`src/design/sfd_pkg.sv`:
```
// ----------------------------------------------------------------------------
// sfd_pkg
// Shared types and constants for the SBUS frame decoder.
// ----------------------------------------------------------------------------
package sfd_pkg;

  localparam int WIN_LEN   = 25;
  localparam int BYTE_W    = 8;
  localparam int NUM_CH    = 16;
  localparam int CH_W      = 11;
  localparam int CHIDX_W   = 4;
  localparam int NORM_W    = 16;
  localparam int FRAC_W    = 12;
  // channel data bytes 1..22 of the window
  localparam int FRAME_BYTES = 22;
  localparam int FRAME_W   = FRAME_BYTES * BYTE_W;
  // divider: dividend is |raw - min| << 12
  localparam int DVD_W     = CH_W + FRAC_W;
  localparam int DCNT_W    = 5;
  localparam int CFG_IDX_W = 8;

  localparam logic [BYTE_W-1:0]    HEAD_BYTE = 8'h0F;
  localparam logic [BYTE_W-1:0]    TAIL_BYTE = 8'h00;
  localparam logic [BYTE_W-1:0]    WIN_RESET = 8'hFF;
  localparam logic [CH_W-1:0]      MIN_RESET = 11'd172;
  localparam logic [CH_W-1:0]      MAX_RESET = 11'd1811;
  localparam logic [CHIDX_W-1:0]   LAST_CH   = 4'd15;
  localparam logic [DCNT_W-1:0]    DIV_LAST_STEP = 5'(DVD_W - 1);

  localparam logic [CFG_IDX_W-1:0] REG_ENDPOINT_MIN = 8'd0;
  localparam logic [CFG_IDX_W-1:0] REG_ENDPOINT_MAX = 8'd1;

  localparam logic [NORM_W-1:0] NORM_POS_SAT = 16'h7FFF;
  localparam logic [NORM_W-1:0] NORM_NEG_SAT = 16'h8000;

  typedef enum logic [2:0] {
    ST_IDLE,
    ST_CHECK,
    ST_START,
    ST_DIV,
    ST_OUT
  } state_t;

  typedef struct packed {
    logic busy;
    logic done;
  } div_stat_t;

endpackage

```
`src/design/sfd_window.sv`:
```
// ----------------------------------------------------------------------------
// sfd_window
// 25-byte receive shift line with frame delimiter detection.
// ----------------------------------------------------------------------------
module sfd_window (
  input  logic                          clk,
  input  logic                          rst,
  input  logic                          shift_en,
  input  logic [sfd_pkg::BYTE_W-1:0]    rx_byte,
  output logic                          frame_match,
  output logic [sfd_pkg::FRAME_W-1:0]   frame_bits
);
  import sfd_pkg::*;

  logic [BYTE_W-1:0] win [WIN_LEN];

  always_ff @(posedge clk) begin
    if (rst) begin
      for (int i = 0; i < WIN_LEN; i++) win[i] <= WIN_RESET;
    end else if (shift_en) begin
      for (int i = 0; i < WIN_LEN - 1; i++) win[i] <= win[i+1];
      win[WIN_LEN-1] <= rx_byte;
    end
  end

  assign frame_match = (win[0] == HEAD_BYTE) && (win[WIN_LEN-1] == TAIL_BYTE);

  // channel stream is little-endian, LSB first, starting at byte 1
  always_comb begin
    for (int i = 0; i < FRAME_BYTES; i++) frame_bits[i*BYTE_W +: BYTE_W] = win[i+1];
  end

endmodule

```
`src/design/sfd_divider.sv`:
```
// ----------------------------------------------------------------------------
// sfd_divider
// Restoring unsigned divider, one quotient bit per cycle.
// ----------------------------------------------------------------------------
module sfd_divider (
  input  logic                        clk,
  input  logic                        rst,
  input  logic                        start,
  input  logic [sfd_pkg::DVD_W-1:0]   dividend,
  input  logic [sfd_pkg::CH_W-1:0]    divisor,
  output logic [sfd_pkg::DVD_W-1:0]   quotient,
  output logic [sfd_pkg::CH_W-1:0]    remainder,
  output sfd_pkg::div_stat_t          stat
);
  import sfd_pkg::*;

  logic              busy;
  logic              done;
  logic [DCNT_W-1:0] cnt;
  logic [DVD_W-1:0]  quo;
  logic [CH_W-1:0]   rem;
  logic [CH_W:0]     trial;
  logic [CH_W:0]     diff;
  logic              fits;

  assign trial = {rem, quo[DVD_W-1]};
  assign diff  = trial - {1'b0, divisor};
  assign fits  = trial >= {1'b0, divisor};

  always_ff @(posedge clk) begin
    if (rst) begin
      busy <= 1'b0;
      done <= 1'b0;
      cnt  <= '0;
    end else begin
      done <= 1'b0;
      if (start) begin
        busy <= 1'b1;
        cnt  <= '0;
      end else if (busy) begin
        cnt <= cnt + 1'b1;
        if (cnt == DIV_LAST_STEP) begin
          busy <= 1'b0;
          done <= 1'b1;
        end
      end
    end
  end

  always_ff @(posedge clk) begin
    if (start) begin
      quo <= dividend;
      rem <= '0;
    end else if (busy) begin
      quo <= {quo[DVD_W-2:0], fits};
      rem <= fits ? diff[CH_W-1:0] : trial[CH_W-1:0];
    end
  end

  assign quotient  = quo;
  assign remainder = rem;
  assign stat.busy = busy;
  assign stat.done = done;

endmodule

```
`src/design/sbus_frame_decoder.sv`:
```
// ----------------------------------------------------------------------------
// sbus_frame_decoder
// SBUS 16-channel frame decoder with normalized channel outputs.
// ----------------------------------------------------------------------------
// Each received byte shifts into a 25-byte window; a byte that does not
// complete a frame passes through accept and delimiter check before the
// next one is taken. When the oldest byte is 0x0F and the newest 0x00, the
// sixteen 11-bit channels are decoded one at a time and each is normalized
// to signed Q3.12 (floored, saturated, zero for an empty range) by one
// shared restoring divider that produces one quotient bit per cycle. A
// frame-completing byte occupies the block until every channel is out;
// in_ready stays low until the last channel is taken.
module sbus_frame_decoder (
  input  logic                            clk,
  input  logic                            rst,
  input  logic                            cfg_write,
  input  logic [sfd_pkg::CFG_IDX_W-1:0]   cfg_index,
  input  logic [sfd_pkg::CH_W-1:0]        cfg_data,
  input  logic                            in_valid,
  output logic                            in_ready,
  input  logic [sfd_pkg::BYTE_W-1:0]      rx_byte,
  output logic                            out_valid,
  input  logic                            out_ready,
  output logic [sfd_pkg::CHIDX_W-1:0]     channel_index,
  output logic [sfd_pkg::CH_W-1:0]        raw_value,
  output logic signed [sfd_pkg::NORM_W-1:0] normalized,
  output logic                            last_channel
);
  import sfd_pkg::*;

  state_t state, state_next;

  logic [CH_W-1:0]    endpoint_min;
  logic [CH_W-1:0]    endpoint_max;
  logic               range_ok;
  logic [CH_W-1:0]    range_span;

  logic               frame_match;
  logic [FRAME_W-1:0] frame_bits;
  logic [FRAME_W-1:0] frame;
  logic [CHIDX_W-1:0] chan;
  logic [CH_W-1:0]    raw;
  logic               neg;

  logic [CH_W:0]      diff;
  logic [CH_W:0]      mag;
  logic [DVD_W-1:0]   dividend;
  logic [DVD_W-1:0]   quotient;
  logic [CH_W-1:0]    remainder;
  div_stat_t          div_stat;
  logic               div_start;
  logic [DVD_W:0]     ceil_mag;
  logic [NORM_W-1:0]  norm_val;

  logic               accept_in;
  logic               accept_out;
  logic               load_frame;
  logic               load_chan;
  logic               load_out;
  logic               next_chan;

  // configuration registers
  always_ff @(posedge clk) begin
    if (rst) begin
      endpoint_min <= MIN_RESET;
      endpoint_max <= MAX_RESET;
    end else if (cfg_write) begin
      if (cfg_index == REG_ENDPOINT_MIN) endpoint_min <= cfg_data;
      else if (cfg_index == REG_ENDPOINT_MAX) endpoint_max <= cfg_data;
    end
  end

  assign range_ok   = endpoint_max > endpoint_min;
  assign range_span = endpoint_max - endpoint_min;

  assign accept_in  = in_valid && in_ready;
  assign accept_out = out_valid && out_ready;

  sfd_window u_window (
    .clk         (clk),
    .rst         (rst),
    .shift_en    (accept_in),
    .rx_byte     (rx_byte),
    .frame_match (frame_match),
    .frame_bits  (frame_bits)
  );

  // signed offset from min; divide the magnitude, fix up the sign after
  assign diff     = {1'b0, frame[CH_W-1:0]} - {1'b0, endpoint_min};
  assign mag      = diff[CH_W] ? ((CH_W+1)'(0) - diff) : diff;
  assign dividend = {mag[CH_W-1:0], {FRAC_W{1'b0}}};
  assign div_start = load_chan;

  sfd_divider u_divider (
    .clk       (clk),
    .rst       (rst),
    .start     (div_start),
    .dividend  (dividend),
    .divisor   (range_span),
    .quotient  (quotient),
    .remainder (remainder),
    .stat      (div_stat)
  );

  // floor of a negative quotient is minus the ceiling of its magnitude
  assign ceil_mag = {1'b0, quotient} + {{DVD_W{1'b0}}, (remainder != '0)};

  always_comb begin
    if (!range_ok) begin
      norm_val = '0;
    end else if (!neg) begin
      norm_val = (quotient[DVD_W-1:NORM_W-1] != '0) ? NORM_POS_SAT
                                                   : quotient[NORM_W-1:0];
    end else if (ceil_mag > {{(DVD_W+1-NORM_W){1'b0}}, NORM_NEG_SAT}) begin
      norm_val = NORM_NEG_SAT;
    end else begin
      norm_val = NORM_W'(0) - ceil_mag[NORM_W-1:0];
    end
  end

  // sequencer
  always_ff @(posedge clk) begin
    if (rst) state <= ST_IDLE;
    else     state <= state_next;
  end

  always_comb begin
    state_next = state;
    in_ready   = 1'b0;
    load_frame = 1'b0;
    load_chan  = 1'b0;
    load_out   = 1'b0;
    next_chan  = 1'b0;
    case (state)
      ST_IDLE: begin
        in_ready = 1'b1;
        if (in_valid) state_next = ST_CHECK;
      end
      ST_CHECK: begin
        if (frame_match) begin
          load_frame = 1'b1;
          state_next = ST_START;
        end else begin
          state_next = ST_IDLE;
        end
      end
      ST_START: begin
        load_chan  = 1'b1;
        state_next = ST_DIV;
      end
      ST_DIV: begin
        if (div_stat.done) begin
          load_out   = 1'b1;
          state_next = ST_OUT;
        end
      end
      ST_OUT: begin
        if (out_ready) begin
          next_chan  = 1'b1;
          state_next = (chan == LAST_CH) ? ST_IDLE : ST_START;
        end
      end
      default: state_next = ST_IDLE;
    endcase
  end

  always_ff @(posedge clk) begin
    if (rst) begin
      chan      <= '0;
      out_valid <= 1'b0;
    end else begin
      if (load_frame)     chan <= '0;
      else if (next_chan) chan <= chan + 1'b1;
      if (load_out)        out_valid <= 1'b1;
      else if (accept_out) out_valid <= 1'b0;
    end
  end

  // channel stream shifts down one channel per transaction
  always_ff @(posedge clk) begin
    if (load_frame)     frame <= frame_bits;
    else if (next_chan) frame <= {{CH_W{1'b0}}, frame[FRAME_W-1:CH_W]};
    if (load_chan) begin
      raw <= frame[CH_W-1:0];
      neg <= diff[CH_W];
    end
    if (load_out) begin
      channel_index <= chan;
      raw_value     <= raw;
      normalized    <= norm_val;
      last_channel  <= (chan == LAST_CH);
    end
  end

`ifndef SYNTHESIS
  a_no_input_while_busy: assert property (@(posedge clk) disable iff (rst)
    in_ready |-> !out_valid && !div_stat.busy)
    else $error("input accepted while a frame is in progress");

  a_last_is_fifteen: assert property (@(posedge clk) disable iff (rst)
    out_valid && last_channel |-> channel_index == LAST_CH)
    else $error("last channel flag on wrong channel");

  a_done_in_div: assert property (@(posedge clk) disable iff (rst)
    div_stat.done |-> state == ST_DIV)
    else $error("divider finished outside divide state");

  a_start_idle_div: assert property (@(posedge clk) disable iff (rst)
    div_start |-> !div_stat.busy)
    else $error("divider restarted while busy");

  a_back_to_idle: assert property (@(posedge clk) disable iff (rst)
    accept_out && last_channel |=> in_ready)
    else $error("not ready after last channel of frame");
`endif

endmodule

```
`config.mk`:
```
export PLATFORM = sky130hd
export DESIGN_NAME = sbus_frame_decoder
export DESIGN_NICKNAME = d
export VERILOG_FILES = /design/src/design/sfd_pkg.sv /design/src/design/sfd_window.sv /design/src/design/sfd_divider.sv /design/src/design/sbus_frame_decoder.sv
export SDC_FILE = /design/constraint.sdc
export NUM_CORES = 1
export LEC_CHECK = 0
export BUFFER_PORTS_ARGS = -buffer_cell sky130_fd_sc_hd__buf_2
export CORE_MARGIN = 2
export CORE_UTILIZATION = 52
export CTS_BUF_LIST = sky130_fd_sc_hd__clkbuf_4
export DETAILED_ROUTE_END_ITERATION = 10
export PLACE_DENSITY = 0.68
export SLEW_MARGIN = 20
export SYNTH_ARGS = -nofsm -noshare
export SYNTH_HDL_FRONTEND = slang
export SYNTH_SLANG_ARGS = --single-unit
```
`constraint.sdc`:
```
create_clock -name clk -period 9.5 [get_ports clk]
set_input_delay 1.425 -clock clk [delete_from_list [all_inputs] [get_ports clk]]
set_output_delay 1.425 -clock clk [all_outputs]
set_load 0.05 [all_outputs]
```
==> flow_summary.toml <==
[timing]
skew_ns = 0.05330
finalHoldViolCount = 0
post-route-min-period_ns = 4.248
max_freq_mhz = 235.4
setup_viol = 0
fin_ws_ns = 5.252
slew_violations = 0
tightest_slew_ns = 1.102
slew-limit-headroom = 0.2650
fin_crit_sh = 0.4472
tns_ns = 0
grt_setup_unrepaired = "no"

[setup_path]
critPathCaptureType = "flop"
worstSetupPathType = "flop to flop"
cp_top_family = "simple AND/OR/NAND/NOR gates"
rrSetupSlack_ns = 5.25
path_common_cell = "ha_1"
crit_fanout = 25
critical-path-max-stage-delay_ns = 0.90
cp.arrival_ns = 4.91
path_cells = "nor4_1 > nand3_1 > ha_1 > ha_1 > nand3_2 > nor4_2 > and3_1 > mux2i_1 > o2111ai_2 > nand3b_4 > or3_1 > o211ai_1"
cp-start-kind = "flop"
timing.critical_path.buf_inv = 0
cp.required_ns = 10.16
cpMaxStageDelayCell = "nor4_2"

[logic_synthesis]
yosys-top-cells-area = "edfxtp_1 (59%), mux2_2 (8.5%), dfxtp_1 (5.5%)"
synth_cell_types = 83
synth-seq-area-share = 0.6440
synth_top_cell_by_area = "edfxtp_1"
yosysWarnings = 0
synthesis.area_sq_mm = 0.02196
synth_top_area_frac = 0.5893
postSynth.asyncResetShare = 0
synth_edf_count = 431
syn_area_per_cell_sq_um = 13.95
postSynthCellCount = 1574
ys_ff_latch = 491
yosys_most_used_dff = "edfxtp_1"
syn_nets = 1649

[job]
max_cap_viol_count = 0

[clock_network]
cts_max_path_buffers = 3
cts_tree = "yes"
numCtsBuffers = 131
clk_pin_slew_worst_paths_ns = 0.06
clock_tree.root_cell = "clkbuf_4"
cts.sinks = 491
cts_max_level = 4
ctsResizeCount = 0
postCtsSetupBuffers = 0
postCtsHoldBufs = 0
clock_latency_ns = 0.84

[run_status]
outcome = "completed"

[layout]
stdcell_count = 2317
nets = 1764
post-route-util = 0.5824
drive_above_1_share = 0.3039
area_growth_pct = 10.98
design_area_sq_mm = 0.02437
fillers = 3364

[routing]
drcViolationCount = 0
via_count = 12888
drt_iter0_drc = 954
ant_nets = 0
vias_per_cell = 5.562
routedWlPerCell_um = 18.04
first_pass_iters = 5
routed_wl_mm = 41.80

[floorplan]
core_sq_mm = 0.04185
pin_count = 66
start_util = 0.5247
die_area_sq_mm = 0.04389
die_w_um = 209.5
num_rows = 75
die_h_um = 209.5

[global_route]
grt.total_usage = 0.1953
grt_max_degree = 171
grt_pass1_wl_mm = 67.51
grt_pass1_vias = 13146
gr-total-overflow = 0
antenna_found_initial = 1

[placed_design]
dp.cells = 2095
hpwl_mm = 24.76
io_buffers = 65
placed_area_sq_mm = 0.02267
place.gp.congestion = 0.8767
pre_cts_slack_ns = 4.966

[power_and_ir_drop]
p_leak_nw = 7.885
p_per_area_mw_per_mm2 = 208.0
vdd_drop_max_uv = 116.5

[hold_path]
hold_class = "flop to flop"
[worst reg2reg max path, delay by kind of cell (launching register included)]
kind	cells	cell delay, ns
adder cells (fa/ha/maj)	2	0.66
AO/OA/AOI/OAI	2	0.27
flip-flops	1	0.43
multiplexers	1	0.23
AND/OR/NAND/NOR	7	2.49
[through the flow]
step | hold WS [ns] | power [mW]
6_report | 0.4011 | 5.070
5_1_grt | 0.4246 | 5.328
4_1_cts | 0.4184 | 5.135
3_5_place_dp | 0.4045 | 3.241
3_3_place_gp | 0.4032 | 3.225
2_1_floorplan | 0.4003 | 3.107
[cell usage after synthesis (20+ instances only)]
master    count
edfxtp_1    431
mux2_2      166
or3_1       152
clkbuf_1     71
nor2_1       63
or2_2        62
dfxtp_1      60
nand2_1      45
inv_1        41
o21ai_0      41
ha_1         40
mux2i_1      37
a21oi_1      35
nor3_1       29
nand3_1      28
xnor2_1      26
xor2_1       25
a211o_1      20
[final timing paths]
path,startpoint,to,depth (start not counted)
setup / recovery,u_divider.remainder[0],normalized[2],12
hold / removal,raw[5],raw_value[5],0
setup reg to reg,u_divider.remainder[0],normalized[2],12
hold reg to reg,raw[5],raw_value[5],0
[cell type report]
cell class                 count  area (sq um)  area share
sequential                   491         14140      0.5803
multi-input combinational    944          7247      0.2973
clock buffer                 189          1419     0.05821
tap                          539         674.4     0.02767
timing repair buffer          79         452.9     0.01858
clock inverter                32         276.5     0.01134
inverter                      42         157.7    0.006468
antenna                        1         2.502   0.0001027
[registers in the layout, summed over array words and instances, names as in the netlist, 3 cells and up]
| register | cells |
|---|---|
| chan | 4 |
| channel_index | 4 |
| endpoint_max | 11 |
| endpoint_min | 11 |
| frame | 176 |
| normalized | 16 |
| raw | 11 |
| raw_value | 11 |
| state | 3 |
| u_divider.cnt | 5 |
| u_divider.quotient | 23 |
| u_divider.remainder | 11 |
| u_window.win | 200 |
[layout by cell type, fill, tap and decap left out, types with 37 or more instances in the layout]
cell / count
o21ai_0: 41
clkbuf_4: 189
inv_1: 41
mux2_2: 166
or2_2: 61
mux2i_1: 37
nor2_1: 63
dfxtp_1: 60
ha_1: 40
nand2_1: 44
buf_2: 64
edfxtp_1: 431
or3_1: 152
[power by group]
group          leakage [nW]  switching [mW]  total [mW]  internal (mW)
Sequential             4.04          0.0686        2.54           2.47
Combinational          2.86           0.406       0.653          0.248
Clock                 0.985           0.827        1.87           1.05
[metal layers]
| metal | part of all wire | routed length (um) | GRT usage | vias to the layer above |
|---|---|---|---|---|
| li1 | - | - | - | 6224 |
| met1 | 0.45 | 18910 | 0.2624 | 6320 |
| met2 | 0.48 | 20060 | 0.3056 | 276 |
| met3 | 0.048 | 2008 | 0.05028 | 68 |
| met4 | 0.019 | 814 | 0.07924 | 0 |
| met5 | 0 | 0 | 0 | - |
[cell families after synthesis]
group	share of synthesized area
mux	0.1020
buf+inv	0.02723
compound gates	0.05196
xor+xnor	0.02034
simple gates	0.1289
flops	0.6440
fa+ha+maj	0.02552
(Power assumes the default switching activity.)
